<file path="src/rtl/core/rgb_min_filter_3x3_macros.svh">
// Assertion helpers for the RGB minimum filter.
// Each macro expects signals named clk and rst_n in the calling scope.
`ifndef RGB_MIN_FILTER_3X3_MACROS_SVH
`define RGB_MIN_FILTER_3X3_MACROS_SVH

`ifndef SYNTHESIS

// Same-cycle implication, checked at every rising edge outside reset.
`define RMF_ASSERT_IMP(lbl, ante, cons, msg) \
    lbl: assert property (@(posedge clk) disable iff (!rst_n) (ante) |-> (cons)) \
        else $error(msg);

// Next-cycle implication, checked at every rising edge outside reset.
`define RMF_ASSERT_NEXT(lbl, ante, cons, msg) \
    lbl: assert property (@(posedge clk) disable iff (!rst_n) (ante) |=> (cons)) \
        else $error(msg);

`else

`define RMF_ASSERT_IMP(lbl, ante, cons, msg)
`define RMF_ASSERT_NEXT(lbl, ante, cons, msg)

`endif

`endif

</file>
<file path="src/rtl/core/rmf_pkg.sv">
package rmf_pkg;

    // Field widths fixed by the interface.
    localparam int PIX_W      = 8;
    localparam int COL_OUT_W  = 10;
    localparam int ROW_W      = 12;
    localparam int FW_W       = 11;
    localparam int FH_W       = 12;
    localparam int BM_W       = 8;
    localparam int CFG_IDX_W  = 2;
    localparam int CFG_DATA_W = 12;

    // Smallest frame dimension the filter works on.
    localparam int MIN_DIM = 3;

    // Register values after reset.
    localparam logic [FW_W-1:0] FRAME_WIDTH_RST   = FW_W'(640);
    localparam logic [FH_W-1:0] FRAME_HEIGHT_RST  = FH_W'(480);
    localparam logic [BM_W-1:0] BORDER_MARGIN_RST = BM_W'(1);

    // Configuration register indexes.
    typedef enum logic [CFG_IDX_W-1:0] {
        CFG_FRAME_WIDTH   = 2'd0,
        CFG_FRAME_HEIGHT  = 2'd1,
        CFG_BORDER_MARGIN = 2'd2
    } cfg_idx_t;

    // One RGB pixel as held in the line stores and the window.
    typedef struct packed {
        logic [PIX_W-1:0] red;
        logic [PIX_W-1:0] green;
        logic [PIX_W-1:0] blue;
    } pixel_t;

    // One line-store entry: the row two back and the previous row.
    typedef struct packed {
        pixel_t top;
        pixel_t mid;
    } line_pair_t;

    // Input beat.
    typedef struct packed {
        logic [PIX_W-1:0] red_in;
        logic [PIX_W-1:0] green_in;
        logic [PIX_W-1:0] blue_in;
    } pix_in_t;

    // Result beat.
    typedef struct packed {
        logic [COL_OUT_W-1:0] center_col;
        logic [ROW_W-1:0]     center_row;
        logic [PIX_W-1:0]     red_min;
        logic [PIX_W-1:0]     green_min;
        logic [PIX_W-1:0]     blue_min;
    } res_t;

endpackage

</file>
<file path="src/rtl/core/rmf_min9.sv">
module rmf_min9
    import rmf_pkg::*;
(
    input  pixel_t win [9],
    output pixel_t min_pix
);

    logic [PIX_W-1:0] red_v   [9];
    logic [PIX_W-1:0] green_v [9];
    logic [PIX_W-1:0] blue_v  [9];

    // Four-level compare tree over nine values.
    function automatic logic [PIX_W-1:0] min_of9(input logic [PIX_W-1:0] v [9]);
        logic [PIX_W-1:0] l1 [4];
        logic [PIX_W-1:0] l2 [2];
        logic [PIX_W-1:0] l3;
        for (int i = 0; i < 4; i++)
        begin
            l1[i] = (v[2*i] < v[2*i+1]) ? v[2*i] : v[2*i+1];
        end
        for (int i = 0; i < 2; i++)
        begin
            l2[i] = (l1[2*i] < l1[2*i+1]) ? l1[2*i] : l1[2*i+1];
        end
        l3 = (l2[0] < l2[1]) ? l2[0] : l2[1];
        return (l3 < v[8]) ? l3 : v[8];
    endfunction

    // Split the window into channels.
    always_comb
    begin
        for (int i = 0; i < 9; i++)
        begin
            red_v[i]   = win[i].red;
            green_v[i] = win[i].green;
            blue_v[i]  = win[i].blue;
        end
    end

    // Each channel is reduced on its own.
    always_comb
    begin
        min_pix.red   = min_of9(red_v);
        min_pix.green = min_of9(green_v);
        min_pix.blue  = min_of9(blue_v);
    end

endmodule

</file>
<file path="config.mk">
export PLATFORM = sky130hd
export DESIGN_NAME = rmf_min9
export DESIGN_NICKNAME = d
export VERILOG_FILES = /design/src/rtl/core/rgb_min_filter_3x3_macros.svh /design/src/rtl/core/rmf_pkg.sv /design/src/rtl/core/rmf_min9.sv
export SDC_FILE = /design/constraint.sdc
export NUM_CORES = 1
export LEC_CHECK = 0
export BUFFER_PORTS_ARGS = -buffer_cell sky130_fd_sc_hd__buf_2
export CAP_MARGIN = 5
export CORE_AREA = 2 2 116 118
export DETAILED_ROUTE_END_ITERATION = 12
export DIE_AREA = 0 0 118 120
export PLACE_DENSITY_LB_ADDON = 0.1
export SYNTH_ARGS = -nofsm -noshare
export SYNTH_HDL_FRONTEND = slang
export SYNTH_SLANG_ARGS = --single-unit
</file>
<file path="constraint.sdc">
create_clock -name vclk -period 17.28
set_input_delay 4.32 -clock vclk [all_inputs]
set_output_delay 4.32 -clock vclk [all_outputs]
set_load 0.05 [all_outputs]
</file>
==> results of run 1 <==
cell usage after synthesis (4+ instances only):
master	number	area (µm²)
o21a_1	14	105.1
mux2_2	53	596.8
o32ai_1	4	35.03
o21ai_2	5	43.79
nor2b_1	8	50.05
a211oi_1	11	82.58
a31o_2	4	35.03
o211ai_1	6	45.04
and3_1	6	37.54
nand4_1	13	81.33
a221oi_1	5	43.79
mux2i_1	75	750.7
a2111oi_0	4	35.03
a211o_1	5	43.79
nand2_1	36	135.1
o21ai_0	33	165.2
clkbuf_1	8	30.03
inv_1	180	675.7
nor2_1	63	236.5
nand3_1	9	45.04
ha_1	159	1989
mux2_4	6	90.09
a21oi_1	83	415.4
o21ai_1	4	20.02
nand2b_1	16	100.1
a21o_1	36	270.3
final cells by class:
cell class                 count  area [µm²]  area share (%)
inverter                     180       675.6           8.232
antenna                        5       12.51          0.1524
tap                          176       220.2           2.683
timing repair buffer         242        1216           14.82
multi-input combinational    722        6083           74.12
power groups by stage:
stage                     combinational (mW)  sequential, mW     clock, mW
final                                  0.834               0  0.0000000388
after global placement                 0.827               0             0
after global routing                   0.914               0  0.0000000387
after detailed placement               0.834               0             0
after CTS                              0.838               0             0
after floorplan                        0.672               0             0
logic make-up after synthesis:
kind of cell / after synthesis / synth area share [%]
AOI/OAI and AO/OA: 253 / 25.94
xor gates and xnor gates: 2 / 0.2568
adders and majority gates: 161 / 29.48
buffers and inverters: 192 / 10.82
muxes: 134 / 21.07
and+or+nand+nor: 172 / 12.44
stage by stage:
stage | setup slack (ps) | cell area [µm²] | hold slack (ps) | std cells | util (%)
6_report | 1411 | 8208 | 9046 | 1325 | 63.24
5_1_grt | 556.8 | 8208 | 9077 | 1325 | 63.24
4_1_cts | 1410 | 8195 | 9049 | 1320 | 63.14
3_5_place_dp | 1446 | 8195 | 9048 | 1320 | 63.14
3_3_place_gp | 1491 | 8195 | 9045 | 1320 | 63.14
2_1_floorplan | 1630 | 6822 | 8936 | 914 | -
layer usage:
metal	up-vias	wire [µm]	global-route usage (%)
li1	3760	-	-
met1	3153	7782	28.65
met2	159	8486	45.49
met3	12	774	2.091
met4	0	208	3.614
met5	-	0	0
final timing paths:
check / cells past startpoint / from / end / slack (ps)
worst max-delay path: 31 / win[130] / min_pix[15] / 1410
worst min-delay path: 4 / win[16] / min_pix[16] / 9050
==> results.md, run 1 <==
* Pleak at 4.974 nW
* Effective utilization at floorplan at 52.55%
* Reg area at 0 µm²
* RSZ-0062 raised after global routing: no
* Switching Share at 60.88%
* YS warnings at 0
* Post-Synthesis Cell Area at 6822 µm²
* I/O Buffers at 240
* Seq pwr share at 0%
* Most used cell, CP: a21o_1
* Pins Over Slew Limit at 0
* Antenna viol nets, final at 0
* Layout area overhead at 20.32%
* Antenna violations before repair at 5
* Final setup vio count at 0
* Synth unique cells at 67
* Psw at 0.5080 mW
* Crit-path leading delay family: compound AO/OA/AOI/OAI gates
* Combinational Power Share at 100.0%
* Internal power at 0.3264 mW
* Post-layout minimum cycle time at 15870 ps
* Commonest non-fill, non-tap cells in the layout: buf_2, inv_1, ha_1
* GRT Util Overall at 23.56%
* Syn Inst Count at 914
* Hpwl dp at 15870 µm
* Final nets at 1521
* Fraction of layout cells with a size suffix above 1 at 28.50%
* Hold Path Class: input pin to primary output
* Endpoint class of the critical path: primary output
* Gpl congestion at 0.9065
* DRC Markers at 0
* Critical Path Source Type: input pin
* Post-Syn Area per Cell at 7.463 µm²
* Seq/Total Area, Yosys at 0%
* Post-Syn Nets at 1289
* Die height at 120 µm
* Crit path DAT at 11550 ps
* F_max at 63.02 MHz
* Drt wl/cell at 13.02 µm
* Fillers at 1268
* Critical path fanouts, max at 8
* Placeable Area at 12980 µm²
* Slew Limit Headroom at 31.56%
* CP required at 12960 ps
* Most common cell after layout, fill and taps aside: buf_2
* Die area at 14160 µm²
* Tcrit/Tclk final at 91.84%
* Total chip power at 0.8343 mW
* Drt initial violations at 188
* Clock buffer count at 0
* Critical path type: input pin to primary output
* Critical-path top delay cell: o41ai_4
* # Post-CTS Setup Buffers at 0
* IO Count at 240
* Die Wd at 118 µm
* Power share of the clock group at 0%
* Rows at 42
* Status: complete, no violations
* Cells resized by post-CTS repair at 0
* Peak VDD IR at 0.1444 mV
* Via-to-Cell Ratio at 5.346
* Detailed Routing Iterations Pass 1 at 4
* Largest net degree at the start of global routing at 17
* CP Buf/Inv Count at 5
* Final Hold Viols at 0
* Vias at 7084
* Max cap viols at 0
* Overflow left after global routing at 0
* Fin Setup TNS at 0 ps
* Global-route wire length before repair at 28960 µm
* Slew at the pin with the worst max-slew slack at 1027 ps
* Vias in the first global route at 6808
* Pwr dens at 101.7 nW/µm²
* Delay of the slowest critical-path stage at 680 ps
* WL final at 17250 µm
* CTS Hold Bufs at 0
* Count of flip-flops and latches at 0
Power figures use the tool's default switching activity.
==> inputs of run 2 (changes only) <==
--- a/config.mk
+++ b/config.mk
@@ -10,6 +10,7 @@
 export CORE_AREA = 2 2 116 118
 export DETAILED_ROUTE_END_ITERATION = 12
 export DIE_AREA = 0 0 118 120
+export GPL_TIMING_DRIVEN = 0
 export PLACE_DENSITY_LB_ADDON = 0.1
 export SYNTH_ARGS = -nofsm -noshare
 export SYNTH_HDL_FRONTEND = slang
==> results.md, run 2 (same netlist as run 1, synthesis figures left out) <==
* CP required at 12960 ps
* Most common cell after layout, fill and taps aside: buf_2
* F_max at 61.62 MHz
* Antenna viol nets, final at 0
* Critical path fanouts, max at 10
* Fraction of layout cells with a size suffix above 1 at 28.51%
* Detailed Routing Iterations Pass 1 at 4
* Fillers at 1285
* Drt initial violations at 237
* Gr busiest metal: met2
* Die area at 14160 µm²
* Tcrit/Tclk final at 93.92%
* Placed insts at 1330
* Pleak at 4.996 nW
* GRT Util Overall at 23.96%
* Status: complete, no violations
* IO Count at 240
* Final Hold Viols at 0
* I/O Buffers at 240
* Peak VDD IR at 0.1252 mV
* WL final at 17240 µm
* Die height at 120 µm
* DRC Markers at 0
* Layout area overhead at 20.98%
* Endpoint class of the critical path: primary output
* Met3 Track Usage GR at 2.139%
* Met1 GRT Util at 28.65%
* Setup WS pre-CTS at 796.1 ps
* Clock buffer count at 0
* Final setup vio count at 0
* Fin Setup TNS at 0 ps
* Vias at 7163
* Slew at the pin with the worst max-slew slack at 720.6 ps
* Slew Limit Headroom at 51.80%
* Rows at 42
* Hpwl dp at 15930 µm
* Count of flip-flops and latches at 0
* Commonest non-fill, non-tap cells in the layout: buf_2, inv_1, ha_1
* Global-route wire length before repair at 29630 µm
* Effective utilization at floorplan at 52.55%
* Via-to-Cell Ratio at 5.378
* Crit path DAT at 11910 ps
* Critical-path top delay cell: a21oi_1
* Delay of the slowest critical-path stage at 450 ps
* Vias in the first global route at 7063
* Die Wd at 118 µm
* Reg area at 0 µm²
* Max cap viols at 0
* Pins Over Slew Limit at 0
* Antenna violations before repair at 4
* Hold Path Class: input pin to primary output
* Post-Layout Cell Count at 1332
* Overflow left after global routing at 0
* Post-layout minimum cycle time at 16230 ps
* Gpl congestion at 0.8714
* Critical Path Source Type: input pin
* Final nets at 1531
* CTS Hold Bufs at 0
* Critical path type: input pin to primary output
* Drt wl/cell at 12.94 µm
* RSZ-0062 raised after global routing: no
* Placeable Area at 12980 µm²
* Setup ws final at 1051 ps
* Largest net degree at the start of global routing at 11
* Most used cell, CP: a21oi_1
* Pwr dens at 102.3 nW/µm²
* Routing usage on met2 at 46.91%
[run 2: cell types whose count changed in the layout (fill, tap and decap cells not counted), sizes merged]
| cell | delta |
|---|---|
| clkbuf | +8 |
| diode | -3 |
| buf | +2 |
[run 2: area by class of cell]
| class | count | area (µm²) | share of cell area, % |
|---|---|---|---|
| Inverter | 180 | 675.6 | 8.187 |
| Tap cell | 176 | 220.2 | 2.668 |
| Antenna cell | 2 | 5.005 | 0.06064 |
| Timing Repair Buffer | 240 | 1201 | 14.55 |
| Multi-Input combinational cell | 722 | 6088 | 73.77 |
| Buffer | 12 | 62.56 | 0.7580 |
[run 2: where the power goes]
part           leakage [nW]    total (mW)  switching, mW  internal [mW]
Sequential                0             0              0              0
Clock             0.0000127  0.0000000155              0   0.0000000155
Combinational          5.00         0.844          0.512          0.332
[run 2: worst max-delay path: cells and delay by family]
| kind | cells | cell delay (ps) |
|---|---|---|
| adders and majority gates | 4 | 1140 |
| muxes | 3 | 1010 |
| AOI/OAI and AO/OA | 17 | 3460 |
| buffers and inverters | 7 | 1100 |
| and+or+nand+nor | 5 | 850 |
[run 2: metrics by stage]
stage               util [%]  hold WS [ps]  instance area (µm²)  total power [mW]
floorplan                  -          8936                 6822            0.6719
global placement       63.50          9049                 8243            0.8344
detailed placement     63.50          9053                 8243            0.8450
CTS                    63.50          9053                 8243            0.8489
global route           63.58          9080                 8253            0.9270
finish                 63.58          9049                 8253            0.8442
[run 2: what timing repair did]
action	in CTS	in global routing
setup endpoints to repair	0	7
gates resized for setup	0	1
setup buffers	0	0
endpoints found under the hold margin	0	0
[run 2: worst paths after layout]
path	startpoint	endpoint	slack, ps	cells past startpoint
max	win[171]	min_pix[7]	1050	36
min	win[16]	min_pix[16]	9050	4
[run 2: metal layers]
| metal | share of wire [%] | up-vias |
|---|---|---|
| met2 | 49 | 169 |
| met1 | 45 | 3189 |
| met5 | 0.10 | - |
| li1 | - | 3779 |
| met4 | 1.6 | 4 |
| met3 | 4.2 | 22 |
==> inputs of run 3 (changes only) <==
--- a/config.mk
+++ b/config.mk
@@ -7,9 +7,9 @@
 export LEC_CHECK = 0
 export BUFFER_PORTS_ARGS = -buffer_cell sky130_fd_sc_hd__buf_2
 export CAP_MARGIN = 5
-export CORE_AREA = 2 2 116 118
+export CORE_AREA = 2 2 93 162
 export DETAILED_ROUTE_END_ITERATION = 12
-export DIE_AREA = 0 0 118 120
+export DIE_AREA = 0 0 95 164
 export GPL_TIMING_DRIVEN = 0
 export PLACE_DENSITY_LB_ADDON = 0.1
 export SYNTH_ARGS = -nofsm -noshare
==> constraint.sdc (replaced) <==
create_clock -name vclk -period 13.4
set_input_delay 3.35 -clock vclk [all_inputs]
set_output_delay 3.35 -clock vclk [all_outputs]
set_load 0.05 [all_outputs]
==> results.md, run 3 (same netlist as run 1, synthesis figures left out) <==
* GRT Util Overall at 23.09%
* Hold Path Class: input pin to primary output
* Placeable Area at 14300 µm²
* Critical path fanouts, max at 8
* Antenna viol nets, final at 0
* Largest net degree at the start of global routing at 11
* Fraction of layout cells with a size suffix above 1 at 36.92%
* Pleak at 5.290 nW
* Fillers at 1338
* Vias at 7531
* Delay of the slowest critical-path stage at 400 ps
* Reg area at 0 µm²
* CTS Hold Bufs at 0
* Tcrit/Tclk final at 98.20%
* Global-route wire length before repair at 30000 µm
* Via-to-Cell Ratio at 5.449
* Critical Path Source Type: input pin
* Final setup vio count at 0
* Multi-input gate area at 6501 µm²
* Final Hold Viols at 0
* Critical-path top delay cell: a2111oi_4
* Final nets at 1577
* Hold Crit Endpoint: min_pix[1]
* Post-Layout Cell Count at 1382
* Overflow left after global routing at 0
* Layout area overhead at 34.15%
* WL final at 19690 µm
* Clock buffer count at 0
* Drt wl/cell at 14.25 µm
* I/O Buffers at 240
* Endpoint class of the critical path: primary output
* Crit path DAT at 9810 ps
* Die area at 15580 µm²
* Rows at 58
* Commonest non-fill, non-tap cells in the layout: buf_2, inv_1, ha_1
* Effective utilization at floorplan at 47.72%
* Drt initial violations at 190
* Count of flip-flops and latches at 0
* Gpl congestion at 0.8757
* Die Wd at 95 µm
* Status: complete, no violations
* Hold depth at 3
* IO Count at 240
* Pwr dens at 145.6 nW/µm²
* CP required at 10050 ps
* Critical path type: input pin to primary output
* Most used cell, CP: ha_1
* Detailed Routing Iterations Pass 1 at 4
* Slew Limit Headroom at 65.33%
* Pins Over Slew Limit at 0
* Max cap viols at 0
* Antenna violations before repair at 3
* Peak VDD IR at 0.1788 mV
* Post-layout minimum cycle time at 13160 ps
* Slew at the pin with the worst max-slew slack at 514.7 ps
* DRC Markers at 0
* F_max at 76.00 MHz
* Hpwl dp at 17000 µm
* Hold path startpoint: win[1]
* Vias in the first global route at 7312
* Die height at 164 µm
* Most common cell after layout, fill and taps aside: buf_2
* Util after Layout at 64.01%
* Placed insts at 1334
run 3: cell types whose count changed in the layout (fill, tap and decap cells not counted), moves of 7 or more:
cell	previous run	this run
buf_6	2	12
mux2i_1	75	55
buf_2	242	225
o21ai_0	33	22
mux2i_4	0	7
clkbuf_1	8	0
o21ai_1	4	15
mux2i_2	0	13
a21oi_2	0	17
buf_4	0	55
a21oi_1	83	65
run 3: area by class of cell:
class,count,area share [%]
plain buffers,11,1.189
diodes,2,0.05469
repair buffers,287,17.87
inverters,180,7.383
multi-input cells,722,71.04
well taps,180,2.461
run 3: worst max-delay path, delay by kind of cell:
kind | cells | cell delay, ps
adder cells (fa/ha/maj) | 4 | 1210
multiplexers | 3 | 940
AND/OR/NAND/NOR | 5 | 570
AO/OA/AOI/OAI | 15 | 3030
buffers and inverters | 6 | 700
run 3: metrics by stage:
step / instance area [µm²] / setup slack [ps] / TNS, ps / hold WS [ps] / power, mW
after detailed placement: 8264 / -1276 / -20530 / 7105 / 1.110
after global placement: 8264 / -1153 / -18530 / 7099 / 1.101
after floorplan: 6838 / 72.16 / 0 / 6934 / 0.8770
after CTS: 8637 / 0.4015 / 0 / 7105 / 1.204
final: 9151 / 241.8 / 0 / 7079 / 1.333
after global routing: 9149 / -71.50 / -663.2 / 7104 / 1.437
run 3: repair_timing:
action | 4_1_cts | 5_1_grt
hold endpoints to repair | 0 | 0
cloned | 0 | 1
pin swaps | 12 | 29
setup endpoints to repair | 24 | 24
setup buffers | 25 | 21
gates resized for setup | 51 | 103
run 3: how the worst max path moves through the flow:
| stage | from | endpoint | slack [ps] |
|---|---|---|---|
| after floorplan | win[191] | min_pix[16] | 70 |
| after global routing | win[73] | min_pix[1] | -70 |
| final | win[73] | min_pix[6] | 240 |
| after CTS | win[125] | min_pix[4] | 0.4 |
| after global placement | win[125] | min_pix[5] | -1150 |
| after detailed placement | win[171] | min_pix[4] | -1280 |
run 3: per-layer routing:
metal | routed length, µm | track usage [%] | part of all wire, %
met5 | 0 | 0 | 0
met4 | 658 | 5.599 | 3.3
met3 | 1043 | 2.936 | 5.3
met2 | 10860 | 49.03 | 55
met1 | 7132 | 22.16 | 36
run 3: where the power goes:
part / switching (mW) / internal [mW] / leakage [nW]
logic: 0.742 / 0.590 / 5.29
clock network: 0 / 0.0000000199 / 0.0000127
registers: 0 / 0 / 0
total: 0.742 / 0.590 / 5.29
